$ cat src/hw/rtl/sib_div.sv
// Restoring divider, one quotient bit per cycle, for the blend factor.
// Depends on nothing.
module sib_div (
	input  logic        clk,
	input  logic        arst_n,
	input  logic        start,
	input  logic [48:0] num,
	input  logic [48:0] den,
	output logic        done,
	output logic [48:0] quo
);
	logic [48:0] rem_q;
	logic [48:0] nq_q;
	logic [5:0]  cnt_q;
	logic        busy_q;
	logic [49:0] trial;

	assign trial = {rem_q, nq_q[48]};
	assign quo = nq_q;

	// shift in one numerator bit per cycle
	always_ff @(posedge clk or negedge arst_n) begin
		if (!arst_n) begin
			busy_q <= 1'b0;
			done <= 1'b0;
			cnt_q <= '0;
		end else begin
			done <= 1'b0;
			if (start) begin
				busy_q <= 1'b1;
				cnt_q <= 6'd49;
			end else if (busy_q) begin
				cnt_q <= cnt_q - 6'd1;
				if (cnt_q == 6'd1) begin
					busy_q <= 1'b0;
					done <= 1'b1;
				end
			end
		end
	end

	always_ff @(posedge clk) begin
		if (start) begin
			rem_q <= '0;
			nq_q <= num;
		end else if (busy_q) begin
			if (trial >= {1'b0, den}) begin
				rem_q <= 49'(trial - {1'b0, den});
				nq_q <= {nq_q[47:0], 1'b1};
			end else begin
				rem_q <= trial[48:0];
				nq_q <= {nq_q[47:0], 1'b0};
			end
		end
	end
endmodule

$ cat config.mk
export PLATFORM = sky130hd
export DESIGN_NAME = sib_div
export DESIGN_NICKNAME = d
export VERILOG_FILES = /design/src/hw/rtl/sib_div.sv
export SDC_FILE = /design/constraint.sdc
export NUM_CORES = 1
export LEC_CHECK = 0
export BUFFER_PORTS_ARGS = -buffer_cell sky130_fd_sc_hd__buf_2
export CORE_MARGIN = 3
export CORE_UTILIZATION = 35
export DETAILED_ROUTE_END_ITERATION = 7
export GPL_TIMING_DRIVEN = 0
export SLEW_MARGIN = 25
export SYNTH_ARGS = -nofsm -noshare
export SYNTH_HDL_FRONTEND = slang
export SYNTH_SLANG_ARGS = --single-unit
$ cat constraint.sdc
create_clock -name clk -period 4.1 [get_ports clk]
set_input_delay 0.205 -clock clk [delete_from_list [all_inputs] [get_ports clk]]
set_output_delay 0.205 -clock clk [all_outputs]
set_load 0.02 [all_outputs]
## Word-level counts from Yosys, hierarchy flattened

Index checks and enable logic that the tools add are counted.

- Bitwise operators: 0
- Multiply operators: 0
- Magnitude comparators: 1
- Shifts and indexed selects: 0
- Reduce and logical (&&, ||, !) cells: 1
- Divide/modulo/power cells: 0
- Mux-type cells: 12
- Add/subtract/negate cells: 2
- Equal/unequal tests: 1

Operators by type and width:

| kind | count |
|---|---|
| $mux 49 | 3 |
| $ge 50x49->1 | 1 |
| $sub 49x49->49 | 1 |
| $mux 6 | 2 |
| $mux 1 | 7 |
| $eq 6x1->1 const B | 1 |
| $sub 6x1->6 const B | 1 |
| $reduce_bool 2->1 | 1 |

- Input port bits: 101
- Register bits: 106
- Output and inout bits: 50
- Logic and storage cells: 22
- Bits in read-only memories: 0
- Bits in writable memories: 0
- Bits in latches: 0
- Memories: 0

## Logic depth before layout (Yosys ltp)

- Depth after elaboration: 4
- Mapped depth: 15
- Mapped depth without buffers: 13

## Worst setup path after synthesis

Ideal clock, no wire load.

- Path kind: register to register
- Start: reg nq_q[48] (netlist: quo[48])
- End: reg nq_q[0] (netlist: quo[0]) (data pin)
- Path buffers: 1
- Data arrival time: 2.812 ns
- Setup slack: 1.028 ns
- Stages on the path, launching flop included: 13
- Library setup time: 0.260 ns
- Clock period less this slack: 3.072 ns
- Cells stage by stage: edfxtp_1 > inv_1 > ha_1 > inv_1 > fa_1 > a211oi_2 > o211ai_2 > a41oi_2 > nor4_4 > o211ai_2 > nand2_1 > clkbuf_1 > mux2_2

- Longest elaborated chain between the ends: 4

Ends and longest elaborated chain:

| what | RTL line | text |
|---|---|---|
| start: declaration | 13 | `logic [48:0] nq_q;` |
| start signal: assignment | 45 | `nq_q <= num;` |
| start signal: assignment | 49 | `nq_q <= {nq_q[47:0], 1'b1};` |
| start signal: assignment | 52 | `nq_q <= {nq_q[47:0], 1'b0};` |
| $ge 50x49->1 | 47 | `if (trial >= {1'b0, den}) begin` |
| $mux 1 | 47 |  |
| $mux 49 | 46 | `end else if (busy_q) begin` |
| $mux 49 | 43 | `if (start) begin` |

Every way passes these cells. The select of a mux whose other input is x is not followed.
A chain may end at the register's enable or synchronous reset.

## Final worst setup path

Same ends and word-level chain as after synthesis.

==> results by group <==
Floorplanning
  – Starting Density: 0.3616
  – Core Rows: between 50 and 60
  – I/O pin count: approximately 150
  – Core region area: 21290 µm²
  – Die area: 23810 µm²
  – Die Ht: 154.3 µm
  – Die X: 154.3 µm

Place
  – Final HPWL DP: 17.92 mm
  – Placed instance count: 1328
  – IO buf count: 149
  – Placer Congestion: ~0.9

Setup path
  – Critical path's top delay family: compound AO/OA/AOI/OAI gates
  – Cells along the critical path: inv_1, ha_1, inv_1, fa_1, a211oi_2, o211ai_2, a41oi_2, nor4_4, o211ai_2, nand2_1, clkbuf_1, mux2_2
  – Crit path max fanout: 10
  – CP startpoint kind: register
  – Critical path's largest stage delay: ~0.48 ns
  – Bufs and invs on worst path: 3
  – Critical path capture point type: register
  – Critical path class: reg2reg
  – Crit path DAT: 3.91 ns
  – CP required: 4.22 ns
  – CP max-delay cell: edfxtp_1

Layout
  – Fin nets: 1218
  – Non-filler instance count after layout: 1345
  – Number of diodes: 0
  – Share of cells above drive strength 1: 0.2308
  – Area grow syn2layout: 18.63%

Global route
  – Vias in the first global route: 6860
  – Total gr overflow: 0
  – Total track usage: 0.1902
  – Largest net degree at the start of global routing: 34
  – Initial antenna violation count: 0
  – Global-route wire length before repair: 36.79 mm

Pwr
  – PwrDens: 647.0 nW/µm²
  – Pleak: around 0.0041 µW
  – Peak VDD IR: 0.0002723 V

CTS
  – Post-CTS Resized: 0
  – Hold Buf Count CTS: 1
  – Clock slew at reported path FFs: 0.09 ns
  – Max Buffers Root-to-Sink: 2
  – TritonCTS Buffers: 9
  – CTS Root Cell: clkbuf_16
  – Post-CTS Setup Inserts: 0
  – Clk_lat worst skew: 0.36 ns
  – Clk sink count: 106
  – CTS tree: yes
  – H-tree Lvls: 3

Synth
  – Avg Inst Size Synth: 8.524 µm²
  – Synth Net Count: 1056
  – Post-synth top cells: 124 x nand2_1, 86 x nor2_1, 69 x inv_1
  – Synth top area share: 0.1912
  – Yosys warning count: 0
  – Post-synth top area cell: edfxtp_1
  – Yosys reg bits: 106
  – Yosys cell types: 72
  – Count leader, synth: nand2_1
  – EDFF count, synth: 49
  – FFs w/ async S/R, synth: 0.07547
  – Sequential area share after synthesis: 0.3446
  – Mapped cell area: around 7700 µm²
  – Commonest register cell after synthesis: edfxtp_1
  – Synth top area cells: edfxtp_1 19%, dfxtp_1 13%, ha_1 8.3%, mux2_2 7.2%, nand2_1 6.0%
  – Cells after synthesis: about 900

Timing
  – TNS Setup: 0 ns
  – Unrepaired setup endpoints after global routing: no
  – Fin crit period: 3.787 ns
  – Fmax: 0.2641 GHz
  – Crit share post-route: 0.9237
  – Final count of hold timing violations: 0
  – # setup viols final: 0
  – Final Max Slew Viols: 0
  – Max_slew headroom: 0.3917
  – Layout Skew: 0.01064 ns
  – Fin Hold WS: 0.1351 ns
  – Slew @ Worst Pin: 0.9011 ns

Routing
  – Detail Route Antenna Nets: 0
  – Via Count: 7233
  – DR iter-0 viols: 531
  – Drt drc: 0
  – First drt pass iteration count: 5
  – Routed WL: between 20 and 25 mm
  – Routed len/inst: 17.16 µm
  – DR vias/cell: 5.378

Run
  – Max_cap viols: 0

Hold path
  – Worst hold path type: in2reg

Outcome
  – Outcome: complete, no violations
-- layout by cell type (no fill, tap or decap), types with 4 or more instances in the layout --
cell type / n
nand4_1: 20
nand2_1: 124
inv_1: 68
nand2b_1: 4
nor3_1: 12
a21oi_1: 65
nor2b_1: 5
clkbuf_16: 9
o2111ai_1: 5
o21ai_1: 6
or3_1: 6
buf_2: 164
ha_1: 51
nand3_1: 16
a211oi_1: 7
nor2_1: 86
clkbuf_1: 28
a21o_1: 15
xnor2_1: 25
edfxtp_1: 49
a31oi_1: 4
and3_1: 11
o211ai_1: 7
mux2_2: 49
nor4_1: 4
dfxtp_1: 49
o21ai_0: 35
dfrtp_1: 8
a311oi_1: 40
o21bai_1: 14
xor2_1: 13
-- area by class of cell --
class                           count  area [µm²]
Buffer                             49       222.7
Clock buffer                        9       225.2
Clock inverter                      7       88.84
Fill cell                        2174       12160
Inverter                           69       259.0
Multi-Input combinational cell    679        4563
Sequential cell                   106        2653
Tap cell                          275       344.1
Timing Repair Buffer              151       775.7
-- per-stage QoR --
stage | utilization | setup slack [ns] | instance area, µm² | total power (µW)
detailed placement | 0.4137 | 0.3977 | 8807 | 4952
global route | 0.4290 | 0.09138 | 9131 | 6396
floorplan | - | 1.028 | 7697 | 4091
finish | 0.4290 | 0.3129 | 9131 | 5908
CTS | 0.4290 | 0.3578 | 9131 | 5894
global placement | 0.4128 | 0.4030 | 8787 | 4934
-- power by group --
| group | switching [µW] | internal [µW] | leakage, µW |
|---|---|---|---|
| logic | 2040 | 1300 | 0.00289 |
| registers | 238 | 1410 | 0.00101 |
| clock network | 478 | 442 | 0.000153 |
-- state kept, by name, indices dropped and copies added (netlist names) --
name,count
quo,49
cnt_q,6
busy_q,1
rem_q,49
done,1
-- path summary, 6_finish.rpt --
kind	startpoint	to	slack (ns)	cells after the start
setup / recovery	quo[48]	quo[0]	0.31	12
hold / removal	num[5]	quo[5]	0.14	2
setup reg to reg	quo[48]	quo[0]	0.31	12
hold reg to reg	rem_q[2]	rem_q[2]	0.49	2
max in group asynchronous	arst_n	cnt_q[0]	3.71	2
min in group asynchronous	arst_n	done	0.22	2
-- metal layers --
layer | vias up | global-route usage | wire length [µm]
met5 | - | 0 | 0
met1 | 3355 | 0.2703 | 10960
met3 | 23 | 0.03162 | 1528
met4 | 0 | 0.04626 | 320
li1 | 3602 | - | -
met2 | 253 | 0.3026 | 10270
-- worst register-to-register path, stage by stage, from the launching register on --
cell      delay, ns
edfxtp_1       0.48
inv_1          0.09
ha_1           0.16
inv_1          0.06
fa_1           0.44
a211oi_2       0.34
o211ai_2       0.16
a41oi_2        0.38
nor4_4         0.09
o211ai_2       0.30
nand2_1        0.25
clkbuf_1       0.42
mux2_2         0.38
-- kinds of logic after synthesis --
logic type / after synthesis / share of synthesized area
AND/OR/NAND/NOR: 306 / 0.1816
AO/OA/AOI/OAI: 232 / 0.2082
buffers and inverters: 118 / 0.06258
flip-flops: 106 / 0.3446
adder cells (fa/ha/maj): 52 / 0.08550
multiplexers: 51 / 0.07428
XOR/XNOR: 38 / 0.04324
Note: power is estimated with default switching activity, not from simulation.
